### src/rtl/tbgd_pkg.sv
// ----------------------------------------------------------------------------
// tbgd_pkg
// Widths, types and codes shared by the two-body gravity derivative block.
// ----------------------------------------------------------------------------
package tbgd_pkg;

    localparam int POS_W   = 24;
    localparam int VEL_W   = 32;
    localparam int RATE_W  = 32;
    localparam int ACC_W   = 48;
    localparam int MU_W    = 48;
    localparam int MINR_W  = 41;
    localparam int MAG_W   = 24;
    localparam int HALF_W  = 24;
    localparam int PP_W    = 48;
    localparam int S_W     = 48;
    localparam int RAD_W   = 80;
    localparam int ROOT_W  = 40;
    localparam int REM_W   = 41;
    localparam int CHUNK_W = 20;
    localparam int SQ_W    = 80;
    localparam int PROD_W  = 60;
    localparam int DEN_W   = 120;
    localparam int NUM_W   = 135;
    localparam int PROD_SH = 64;
    localparam int Q_W     = 49;
    localparam int DSH_W   = DEN_W + Q_W - 1;
    localparam int IN_W    = 168;
    localparam int OUT_W   = 248;
    localparam int ST_W    = 2;

    localparam logic [ACC_W-1:0] ACC_MAX_POS = {1'b0, {(ACC_W-1){1'b1}}};
    localparam logic [ACC_W-1:0] ACC_MAX_NEG = {1'b1, {(ACC_W-1){1'b0}}};

    localparam logic REG_GRAV_PARAM = 1'b0;
    localparam logic REG_MIN_RADIUS = 1'b1;

    typedef enum logic [ST_W-1:0] {
        ST_OK        = 2'd0,
        ST_TOO_CLOSE = 2'd1,
        ST_SATURATED = 2'd2
    } status_t;

    typedef struct packed {
        logic [2:0][RATE_W-1:0] rate;
        logic [2:0]             neg;
        logic [2:0][NUM_W-1:0]  num;
        logic                   close;
    } side_t;

    typedef struct packed {
        logic [2:0][RATE_W-1:0] rate;
        logic [2:0]             neg;
        logic                   close;
    } tail_t;

endpackage

### src/rtl/tbgd_div_cell.sv
// ----------------------------------------------------------------------------
// tbgd_div_cell
// One restoring division step for all three axes against a shared divisor.
// ----------------------------------------------------------------------------
module tbgd_div_cell import tbgd_pkg::*; (
    input  logic                  aclk,
    input  logic                  adv,
    input  logic [DSH_W-1:0]      dsh_in,
    input  logic [2:0][NUM_W-1:0] rem_in,
    input  logic [2:0][Q_W-1:0]   q_in,
    output logic [DSH_W-1:0]      dsh_out,
    output logic [2:0][NUM_W-1:0] rem_out,
    output logic [2:0][Q_W-1:0]   q_out
);

    logic [DSH_W-1:0]      dsh_reg;
    logic [2:0][NUM_W-1:0] rem_reg, rem_next;
    logic [2:0][Q_W-1:0]   q_reg, q_next;
    logic [2:0]            ge;

    always_comb begin
        for (int i = 0; i < 3; i++) begin
            ge[i]       = {{(DSH_W-NUM_W){1'b0}}, rem_in[i]} >= dsh_in;
            rem_next[i] = ge[i] ? rem_in[i] - dsh_in[NUM_W-1:0] : rem_in[i];
            q_next[i]   = {q_in[i][Q_W-2:0], ge[i]};
        end
    end

    always_ff @(posedge aclk) begin
        if (adv) begin
            dsh_reg <= {1'b0, dsh_in[DSH_W-1:1]};
            rem_reg <= rem_next;
            q_reg   <= q_next;
        end
    end

    assign dsh_out = dsh_reg;
    assign rem_out = rem_reg;
    assign q_out   = q_reg;

endmodule

### config.mk
export PLATFORM = sky130hd
export DESIGN_NAME = tbgd_div_cell
export DESIGN_NICKNAME = d
export VERILOG_FILES = /design/src/rtl/tbgd_pkg.sv /design/src/rtl/tbgd_div_cell.sv
export SDC_FILE = /design/constraint.sdc
export NUM_CORES = 2
export LEC_CHECK = 0
export BUFFER_PORTS_ARGS = -buffer_cell sky130_fd_sc_hd__buf_2
export CORE_AREA = 4 4 552 554
export CTS_CLUSTER_SIZE = 24
export DETAILED_ROUTE_END_ITERATION = 6
export DIE_AREA = 0 0 556 558
export GPL_ROUTABILITY_DRIVEN = 0
export SETUP_SLACK_MARGIN = 0.1
export SKIP_LAST_GASP = 1
export SLEW_MARGIN = 20
export SYNTH_ARGS = -nofsm -noshare
export SYNTH_HDL_FRONTEND = slang
export SYNTH_SLANG_ARGS = --single-unit
export TNS_END_PERCENT = 20
### constraint.sdc
create_clock -name aclk -period 5.3 [get_ports aclk]
set_input_delay 1.06 -clock aclk [delete_from_list [all_inputs] [get_ports aclk]]
set_output_delay 1.06 -clock aclk [all_outputs]
set_load 0.05 [all_outputs]
==> impl_results.md <==
* Status: finished, violations left
* Failing checks: design-rule violations
* Slew @ Worst Pin at approximately 0.87 ns
* Flops & latches, synth at 719
* Largest buffer count on any clock path at 4
* Combinational share of power at a little under two fifths
* Final Instance Area at 76900 µm²
* Place WS at -0.798 ns
* Delay-heaviest family, CP: compound AO/OA/AOI/OAI gates
* Async SR Flop Fraction at 0%
* Antenna-violating nets left at 0
* WL final at about 350000 µm
* Dominant cells by area after synthesis: edfxtp_1, ha_1, o21ai_0
* CP startpoint kind: input pin
* Synth area leader: edfxtp_1
* Area after DPL at around 73000 µm²
* FMAX at between 0.15 and 0.2 GHz
* Clock Power Share at 32.1%
* Post-route clock period utilization at 97.1%
* Slack of the critical path at 0.156 ns
* Die height at 558 µm
* Total track usage at 21.6%
* Synth Net Count at approximately 7000
* Crit-path max FO at 4
* Hold Path Class: in -> reg
* Worst path slowest cell: a311oi_1
* Kind of critical path: in -> reg
* P&R area growth vs syn at 46.7%
* Setup-failing EPs final at 0
* Drt wl/cell at around 28 µm
* Number of I/O port buffers at 1437
* Core region area at 300000 µm²
* Mapped cell area at 52400 µm²
* Pins over their slew limit at 0
* Worst setup EP type: register
* Sw Ratio at 38.4%
* Layout Nets at 9426
* Library cells used by synthesis at 103
* Ys flop type: edfxtp_1
* Layout cells sized above 1 at 35.2%
* Internal power at 13.7 mW
* Drt pass-1 iters at 7
* Total CTS buffers at 102
* CP arrival at 5.68 ns
* Most frequent cells in the layout: buf_2, buf_4, nand2_1
* DR iter-0 viols at 6023
* Dpl hpwl at ~310000 µm
* RSZ-0062 raised after global routing: true
* Clk slew on worst S/H paths at 0.06 ns
* Die X at 556 µm
* Clk root buf: clkbuf_16
* Sequential share of the synthesized area at 41.2%
* Vias in the first global route at 54338
* Worst path required time at 5.84 ns
* Cells after synthesis at 5777
* Total power at about 22 mW
* Seq pwr share at a little under a third
* Hold Fails Final Rpt at 0
* Via/cell ratio at 4.69
* Max-Cap Viols at 0
* Setup TNS at 0 ns
* Hold-fix buffers, CTS at 0
* Initial Utilization at 17.5%
* Period minus WS final at 5.14 ns
* CTS tree: yes
* Max incr delay on CP at 0.38 ns
* Fill count at 32696
* Pwr Density at 289 nW/µm²
* P_leak at 34.3 nW
* I/O pins at between 1000 and 1500
* Most common cell after layout, fill and taps aside: buf_2
* Mean Syn Cell Area at 9.07 µm²
* Via count at 58226
* Post-synth EDFFs at 719
* Site Rows at about 200
* Initial antenna violation count at between 200 and 250
* Worst vdd ir at 0.000282 V
* P_sw at 8.54 mW
* Worst path bufs/invs at 8
* Crit-path most repeated cell: buf_4
* Top-area cell type share of the netlist area at a little over 40%
* # H-tree levels at 3
* Overflow after GRT at 0
* Synth warnings at 0
* Global-route wire length before repair at between 400000 and 500000 µm
* Relative slew slack at 41.4%
* WHS at 0.401 ns
* Pin count of the biggest net entering global routing at 111
* CTS Sinks at 719
* DRC at 1
* CP Cell Sequence: buf_2 -> inv_1 -> buf_4 -> ha_1 -> nand3_1 -> nor2_1 -> o2111ai_1 -> buf_4 -> a311oi_1 -> buf_4 -> o21ai_0 -> buf_4 -> a41oi_1 -> buf_4 -> a21oi_1 -> o31ai_1 -> buf_4 -> a21o_1 -> a21oi_1 -> o21ai_0 -> xnor2_1 -> o21ai_1
* Die ar. at 310000 µm²
[worst paths after layout]
| check | start | cells past startpoint | slack (ns) | endpoint |
|---|---|---|---|---|
| setup / recovery | dsh_in[8] | 22 | 0.16 | rem_out[232] |
| hold / removal | dsh_in[106] | 1 | 0.40 | dsh_out[105] |
[per-layer routing]
metal  up-vias  share of wire, %  GRT usage, %
li1      26492                 -             -
met1     27689                37          24.5
met2      3244                46          35.7
met3       739               9.7          6.77
met4        62               6.7          12.3
met5         -              0.12             0
[flip-flops by register name, summed over array words and instances, names as in the netlist]
signal and count:
dsh_out 167, q_out 147, rem_out 405
[power groups by stage]
stage	Sequential [mW]	Clock (mW)	Combinational [mW]
finish	6.94	7.13	8.15
global route	6.97	7.54	8.61
CTS	6.95	7.33	8.08
detailed placement	7.05	0	8.03
global placement	7.05	0	8.02
floorplan	8.58	0	2.81
[final cells by class]
type                            instances  area [µm²]  share of cell area, %
Multi-Input combinational cell       4495       28600                   37.2
Sequential cell                       719       21600                   28.1
Timing Repair Buffer                 2686       17100                   22.2
Tap cell                             3958        4950                   6.44
Clock buffer                          116        2630                   3.42
Inverter                              292        1100                   1.43
Clock inverter                         66         742                  0.965
Antenna cell                           84         210                  0.273
[synthesized netlist by cell type, types with 8 or more instances]
master / number
clkbuf_1: 153
or4_1: 8
nor2b_1: 41
a21oi_1: 607
xnor2_1: 221
o21ai_1: 55
a21boi_0: 30
nor4_1: 35
ha_1: 405
mux2_2: 21
nand4_1: 185
nand2_1: 791
a31o_2: 8
nand3_1: 56
xor2_1: 167
and2_1: 20
o21a_1: 61
and3_1: 33
a31oi_1: 49
nor3_1: 91
a41oi_1: 10
a221oi_1: 13
a21o_1: 174
o21bai_1: 122
buf_4: 8
inv_1: 292
buf_6: 9
and4_1: 19
o31ai_1: 36
buf_2: 92
a21oi_2: 9
o21ai_0: 656
or3_1: 26
a211oi_1: 22
nor2_1: 305
or2_2: 15
clkbuf_2: 8
edfxtp_1: 719
nand2b_1: 33
o211ai_1: 25
[cell families after synthesis]
group / synth area share [%]
AOI/OAI and AO/OA: 22.7
xor gates and xnor gates: 6.48
adders and majority gates: 9.78
buffers and inverters: 4.48
DFF: 41.2
muxes: 0.549
other: 0.00715
and+or+nand+nor: 14.8
[stage by stage]
stage                     cells  util [%]
after floorplan            5777         -
after global placement    12150      24.5
after detailed placement  12150      24.5
after CTS                 12332      25.6
after global routing      12376      25.6
final                     12416      25.7
[what timing repair did]
| item | 4_1_cts | 5_1_grt |
|---|---|---|
| setup buffers | 0 | 0 |
| gates resized for setup | 1 | 2 |
| endpoints found under the setup margin | 1 | 9 |
| pin swaps | 0 | 1 |
(Power assumes the default switching activity.)
