File: src/rtl/tbgd_pkg.sv
// ----------------------------------------------------------------------------
// tbgd_pkg
// Widths, types and codes shared by the two-body gravity derivative block.
// ----------------------------------------------------------------------------
package tbgd_pkg;

    localparam int POS_W   = 24;
    localparam int VEL_W   = 32;
    localparam int RATE_W  = 32;
    localparam int ACC_W   = 48;
    localparam int MU_W    = 48;
    localparam int MINR_W  = 41;
    localparam int MAG_W   = 24;
    localparam int HALF_W  = 24;
    localparam int PP_W    = 48;
    localparam int S_W     = 48;
    localparam int RAD_W   = 80;
    localparam int ROOT_W  = 40;
    localparam int REM_W   = 41;
    localparam int CHUNK_W = 20;
    localparam int SQ_W    = 80;
    localparam int PROD_W  = 60;
    localparam int DEN_W   = 120;
    localparam int NUM_W   = 135;
    localparam int PROD_SH = 64;
    localparam int Q_W     = 49;
    localparam int DSH_W   = DEN_W + Q_W - 1;
    localparam int IN_W    = 168;
    localparam int OUT_W   = 248;
    localparam int ST_W    = 2;

    localparam logic [ACC_W-1:0] ACC_MAX_POS = {1'b0, {(ACC_W-1){1'b1}}};
    localparam logic [ACC_W-1:0] ACC_MAX_NEG = {1'b1, {(ACC_W-1){1'b0}}};

    localparam logic REG_GRAV_PARAM = 1'b0;
    localparam logic REG_MIN_RADIUS = 1'b1;

    typedef enum logic [ST_W-1:0] {
        ST_OK        = 2'd0,
        ST_TOO_CLOSE = 2'd1,
        ST_SATURATED = 2'd2
    } status_t;

    typedef struct packed {
        logic [2:0][RATE_W-1:0] rate;
        logic [2:0]             neg;
        logic [2:0][NUM_W-1:0]  num;
        logic                   close;
    } side_t;

    typedef struct packed {
        logic [2:0][RATE_W-1:0] rate;
        logic [2:0]             neg;
        logic                   close;
    } tail_t;

endpackage

File: src/rtl/tbgd_sqrt_cell.sv
// ----------------------------------------------------------------------------
// tbgd_sqrt_cell
// One digit step of the radius square root, producing one root bit.
// ----------------------------------------------------------------------------
module tbgd_sqrt_cell import tbgd_pkg::*; (
    input  logic              aclk,
    input  logic              adv,
    input  logic [RAD_W-1:0]  rad_in,
    input  logic [REM_W-1:0]  rem_in,
    input  logic [ROOT_W-1:0] root_in,
    output logic [RAD_W-1:0]  rad_out,
    output logic [REM_W-1:0]  rem_out,
    output logic [ROOT_W-1:0] root_out
);

    logic [RAD_W-1:0]  rad_reg;
    logic [REM_W-1:0]  rem_reg, rem_next;
    logic [ROOT_W-1:0] root_reg, root_next;
    logic [REM_W:0]    rem_sh, trial, diff;
    logic              fits;

    always_comb begin
        rem_sh    = {rem_in[REM_W-2:0], rad_in[RAD_W-1 -: 2]};
        trial     = {root_in, 2'b01};
        diff      = rem_sh - trial;
        fits      = rem_sh >= trial;
        rem_next  = fits ? diff[REM_W-1:0] : rem_sh[REM_W-1:0];
        root_next = {root_in[ROOT_W-2:0], fits};
    end

    always_ff @(posedge aclk) begin
        if (adv) begin
            rad_reg  <= {rad_in[RAD_W-3:0], 2'b00};
            rem_reg  <= rem_next;
            root_reg <= root_next;
        end
    end

    assign rad_out  = rad_reg;
    assign rem_out  = rem_reg;
    assign root_out = root_reg;

endmodule

File: config.mk
export PLATFORM = sky130hd
export DESIGN_NAME = tbgd_sqrt_cell
export DESIGN_NICKNAME = d
export VERILOG_FILES = /design/src/rtl/tbgd_pkg.sv /design/src/rtl/tbgd_sqrt_cell.sv
export SDC_FILE = /design/constraint.sdc
export NUM_CORES = 1
export LEC_CHECK = 0
export BUFFER_PORTS_ARGS = -buffer_cell sky130_fd_sc_hd__buf_2
export CORE_UTILIZATION = 44
export CTS_CLUSTER_DIAMETER = 30
export DETAILED_ROUTE_END_ITERATION = 16
export HOLD_SLACK_MARGIN = 0.06
export PLACE_DENSITY = 0.75
export SLEW_MARGIN = 20
export SYNTH_ARGS = -nofsm -noshare
export SYNTH_HDL_FRONTEND = slang
export SYNTH_SLANG_ARGS = --single-unit
File: constraint.sdc
create_clock -name aclk -period 2.9 [get_ports aclk]
set_input_delay 0.58 -clock aclk [delete_from_list [all_inputs] [get_ports aclk]]
set_output_delay 0.58 -clock aclk [all_outputs]
set_load 0.02 [all_outputs]
==> results of run 1 <==
-- cells by family after synthesis --
kind of cell | after synthesis
AO/OA/AOI/OAI | 180
flip-flops | 159
AND/OR/NAND/NOR | 151
buffers and inverters | 80
adder cells (fa/ha/maj) | 42
XOR/XNOR | 33
multiplexers | 4
other | 1
-- flip-flops by register name, indices dropped and copies added (netlist names) --
register and count:
rad_out 78, rem_out 41, root_out 40
-- metal layers --
| layer | track usage, % | up-vias | wire length [um] |
|---|---|---|---|
| li1 | - | 3311 | - |
| met4 | 11.1 | 0 | 766 |
| met5 | 0 | - | 0 |
| met3 | 5.13 | 39 | 1410 |
| met2 | 42.4 | 253 | 11500 |
| met1 | 28.2 | 3143 | 8780 |
-- cell usage after synthesis (3+ instances only) --
cell type / instances
mux2_2: 4
inv_1: 53
or3_1: 3
xnor2_1: 19
xor2_1: 14
nor2_1: 29
a21oi_1: 48
nor3_2: 3
o21a_1: 8
a211oi_1: 8
nand3_1: 12
ha_1: 42
a21o_1: 15
o21bai_1: 7
o21ai_0: 54
buf_4: 4
o211ai_1: 3
nand4_1: 11
nand2b_1: 5
nor3_1: 12
a31oi_1: 8
and4_1: 5
clkbuf_1: 7
o31ai_1: 5
nand2_1: 59
o21ai_1: 4
buf_2: 12
nor4_1: 3
edfxtp_1: 159
-- metrics by stage --
stage / hold WS (ps) / area (sq um) / worst slack, ps
detailed placement: 758 / 10600 / -391
global route: 307 / 11300 / -34.4
finish: 326 / 11300 / 80.0
floorplan: 679 / 7840 / 46.2
global placement: 757 / 10600 / -387
CTS: 307 / 11200 / 25.7
-- how the worst max path moves through the flow --
stage                startpoint          end  slack, ps  cells after the start
global placement      rem_in[7]  rem_out[24]       -390                     12
detailed placement   root_in[6]  rem_out[33]       -390                     12
floorplan            root_in[6]  rem_out[33]         50                     10
CTS                  root_in[6]  rem_out[33]         30                     12
finish               root_in[6]  rem_out[33]         80                     12
global route        root_in[18]  rem_out[33]        -30                     12
-- where the power goes --
group / internal, mW / switching [mW]
registers: 2.79 / 0.0496
logic: 0.686 / 0.974
clock network: 1.16 / 1.05
total: 4.63 / 2.08
-- worst max-delay path: cells and delay by family --
family                     cells  cell delay [ps]
buffers and inverters          3              270
adders and majority gates      1              300
and+or+nand+nor                2              370
AOI/OAI and AO/OA              6             1460
-- layout by cell type, fill, tap and decap left out, types with 5 or more instances in the layout --
cell       instances
a21o_1            15
xnor2_1           19
o21a_1             7
xor2_1            14
a21oi_1           45
nor2_1            29
nand3_1           12
nor3_1            11
nand4_1           11
edfxtp_1         159
buf_4            125
buf_2            319
o21ai_0           52
a211oi_1           6
a31oi_1            6
o21bai_1           7
inv_8              5
nand2b_1           5
and4_1             5
o21ai_1            6
clkbuf_16         17
ha_1              41
nand2_1           59
inv_1             53
-- cell type report --
type                    instances  area (sq um)
diodes                          1          2.50
fillers                      1363          6070
clock buffers                  17           425
clock inverters                15           161
inverters                      55           206
multi-input cells             412          2820
flip-flops and latches        159          4770
well taps                     225           282
repair buffers                449          2620
==> impl_results.md, run 1 <==
- Drt total wl: 22.5 mm
- Die Wd: 135 um
- Worst Tran Pin Value: 561 ps
- Setup Buffers After CTS: 0
- DRT iter0 DRCs: 283
- Post-DP HPWL: 17.8 mm
- First-pass GRT wire length: 33.3 mm
- Total negative setup slack: 0 ps
- Area grow syn2layout: 44.0%
- Clock Path Buffers: 2
- Placed cells: 1300
- Antenna violations before repair: 1
- Ys Warns: 0
- Input/output buffers: 320
- Main combinational cell family by area after synthesis: compound AO/OA/AOI/OAI gates
- Synth Area in Simple Gates: 9.29%
- Top_reg_cell synth: edfxtp_1
- Avg Inst Size Synth: 12.1 sq um
- Final Hold Viols: 0
- Power Total: 6.71 mW
- Core Area: 17400 sq um
- WS Path Type: input pin to register
- Max rail drop VDD: 0.399 mV
- Total CTS buffers: 17
- Vias per cell: 5.06
- Cells after synthesis: 650
- Max Clk Rate: 0.355 GHz
- Crit path top cell by count: a211oi_2
- Sequential-to-total area share from yosys stat: 60.9%
- Slew headroom: 62.6%
- Die area: 18400 sq um
- Cell Area, Synth: 7840 sq um
- Worst Path Arrival: 2990 ps
- Share of cells above drive strength 1: 46.3%
- Compound-gate portion of the synthesized area: 14.4%
- RD Place Congestion: 0.917
- Worst Hold Launch: rad_in[37]
- # DRC: 0
- Netlist cell types: 57
- Final worst-path cycle share: 97.2%
- Fin crit period: 2820 ps
- I/O pin total: 324
- DR WL/cell: 16.8 um
- Post-synthesis adder-cell area fraction: 6.70%
- Lkg Pwr: 5.16 nW
- Final Setup Violations: 0
- WHS Path Cells: 1
- GRT overflow: 0
- Worst Hold Path EP: rad_out[39]
- Final ANT Viol Nets: 0
- Post-Synth XOR/XNOR Area: 3.69%
- Critical Path RT: 3070 ps
- Max Slew Vio Count: 0
- Clock slew at reported path FFs: 70 ps
- Synth top area cells: edfxtp_1, ha_1, o21ai_0
- Vias in the first global route: 6359
- Max Cap Violations: 0
- 1st-pass router iterations: 5
- Clock sink total: 159
- Critical path, cell by cell: buf_2 > inv_1 > ha_1 > a211oi_2 > o21ai_1 > a2111oi_1 > o21a_2 > nor4_1 > buf_4 > or2_1 > a2111oi_4 > a211oi_2
- Hold WC Path Type: input pin to register
- Critical path launch point type: input pin
- Pwr Density: 594 nW/um^2
- Asr flop ratio synth: 0%
- Final #Nets: 1299
- CP max-delay cell: a2111oi_1
- Largest area contributor in the netlist: edfxtp_1
- Initial Util: 45.2%
- Worst-path maximum fanout: 3
- Max incr delay on CP: 410 ps
- TritonCTS clock tree: done
- Synthesis-stage register bit count: 159
- Post-synthesis mux area share: 0.575%
- Clock Root Buffer: clkbuf_16
- DR vias: 6746
- Largest net degree at the start of global routing: 61
- Die height: 135 um
- Resized Gates After CTS: 0
- Final core utilization: 65.0%
- Finished Layout Cells: 1333
- Total GRT Usage: 24.2%
- Hold Buf Count CTS: 0
- Status: finished clean
- EDFF count, synth: 159
- Std-Cell Rows: 48
- Top-area cell type share of the netlist area: 60.9%
- CTS H-tree depth: 4
- Setup crit end kind: register
Note: power is estimated with default switching activity, not from simulation.
==> inputs of run 2 (changes only) <==
RECOVER_POWER = 25   (was default)
==> run 2 against run 1 <==
Effect of this change: the flow now finishes with violations (max-capacitance violations, max-slew violations); non-clock buffer count did not move; maximum frequency about the same; first-iteration DRC count shrank 1.1%; die area is the same; sequential share of layout area increased by 0.084 points; critical endpoint unchanged.
==> impl_results.md, run 2 (same netlist as run 1, synthesis figures left out) <==
- Total CTS buffers: 17
- Clock Root Buffer: clkbuf_16
- I/O pin total: 324
- Max incr delay on CP: 410 ps
- RD Place Congestion: 0.917
- Max rail drop VDD: 0.398 mV
- Input/output buffers: 320
- 1st-pass router iterations: 4
- Antenna violations before repair: 1
- Vias per cell: 5.05
- Sequential cell area: 4770 sq um
- CP max-delay cell: a2111oi_1
- DRT iter0 DRCs: 280
- Worst Path Arrival: 2990 ps
- Hold WC Path Type: input pin to register
- First-pass GRT wire length: 33.3 mm
- DR WL/cell: 16.8 um
- Final ANT Viol Nets: 0
- Number of fill cells in the layout: 1372
- Crit path top cell by count: a211oi_2
- Worst Tran Pin Value: 1540 ps
- Max Cap Violations: 1
- TritonCTS clock tree: done
- Final Setup Violations: 0
- Hold_ws: 326 ps
- GRT overflow: 0
- Critical Path RT: 3070 ps
- Clock Path Buffers: 2
- DR vias: 6727
- Worst-path maximum fanout: 3
- Fin crit period: 2820 ps
- Largest register FFs: 78
- Hold Buf Count CTS: 0
- Total negative setup slack: 0 ps
- Clock slew at reported path FFs: 70 ps
- Die Wd: 135 um
- Final Hold Viols: 0
- Most common cell after layout, fill and taps aside: buf_2
- GR Util met2: 42.4%
- Core Area: 17400 sq um
- Area grow syn2layout: 43.7%
- Final worst-path cycle share: 97.3%
- Clock sink total: 159
- Max Clk Rate: 0.355 GHz
- Max Slew Vio Count: 58
- WS Path Type: input pin to register
- Lkg Pwr: 5.13 nW
- Setup crit end kind: register
- Die height: 135 um
- Worst Path Buf+Inv: 3
- Post-DP HPWL: 17.8 mm
- Worst Setup EP: rem_out[33]
- Crit path depth: 12
- Drt total wl: 22.4 mm
- Total GRT Usage: 24.2%
- Grt met3 use: 5.13%
- Failing checks: max-capacitance violations, max-slew violations
- Status: finished with violations
- Crit-path leading delay family: compound AO/OA/AOI/OAI gates
- Critical path, cell by cell: buf_2 > inv_1 > ha_1 > a211oi_2 > o21ai_1 > a2111oi_1 > o21a_2 > nor4_1 > buf_4 > or2_1 > a2111oi_4 > a211oi_2
- Std-Cell Rows: 48
- Die area: 18400 sq um
- Initial Util: 45.2%
- Slew headroom: -2.44%
- # DRC: 0
- Critical path launch point type: input pin
- Vias in the first global route: 6359
- Largest net degree at the start of global routing: 61
- Commonest cells after routing, fill and taps aside: buf_2, edfxtp_1, buf_4
- Pwr Density: 596 nW/um^2
- Worst setup path startpoint: root_in[6]
- Power Total: 6.71 mW
- Share of cells above drive strength 1: 45.1%
- Area of the multi-input gates: 2820 sq um
- CTS H-tree depth: 4
- Met1 Use GR: 28.2%
- GRT busiest layer: met2
- Final #Nets: 1299
run 2: worst min path at each step:
stage | start | endpoint | slack (ps) | depth (start not counted)
after global routing | rad_in[32] | rad_out[34] | 310 | 1
after floorplan | rad_in[8] | rad_out[10] | 680 | 0
after detailed placement | rad_in[6] | rad_out[8] | 760 | 1
final | rad_in[37] | rad_out[39] | 330 | 1
after global placement | rad_in[1] | rad_out[3] | 760 | 1
after CTS | rad_in[37] | rad_out[39] | 310 | 1
run 2: cell type report:
type	count	share of cell area [%]
Antenna cell	1	0.0222
Clock buffer	17	3.78
Multi-Input combinational cell	412	25.0
Clock inverter	15	1.43
Sequential cell	159	42.4
Tap cell	225	2.50
Inverter	55	1.83
Timing Repair Buffer	449	23.0
run 2: through the flow:
step                utilization [%]  area (sq um)  instances  worst slack (ps)
finish                         64.9         11300       1333              79.5
global route                   64.9         11300       1332             -34.4
CTS                            64.5         11200       1332              25.7
detailed placement             61.1         10600       1300              -391
global placement               61.1         10600       1300              -387
floorplan                         -          7840        651              46.2
run 2: what timing repair did:
action / CTS / global route
endpoints found under the setup margin: 0 / 35
setup buffers: 0 / 0
resized for setup: 0 / 19
run 2: routing by layer:
metal | vias to the layer above | wire [um]
met5 | - | 0
met4 | 0 | 766
met3 | 39 | 1380
met2 | 240 | 11500
met1 | 3139 | 8810
li1 | 3309 | -
run 2: power breakdown:
group / switching (mW) / internal [mW] / total [mW]
clock: 1.05 / 1.16 / 2.21
combinational: 0.974 / 0.683 / 1.66
sequential: 0.0496 / 2.79 / 2.84
total: 2.08 / 4.63 / 6.71
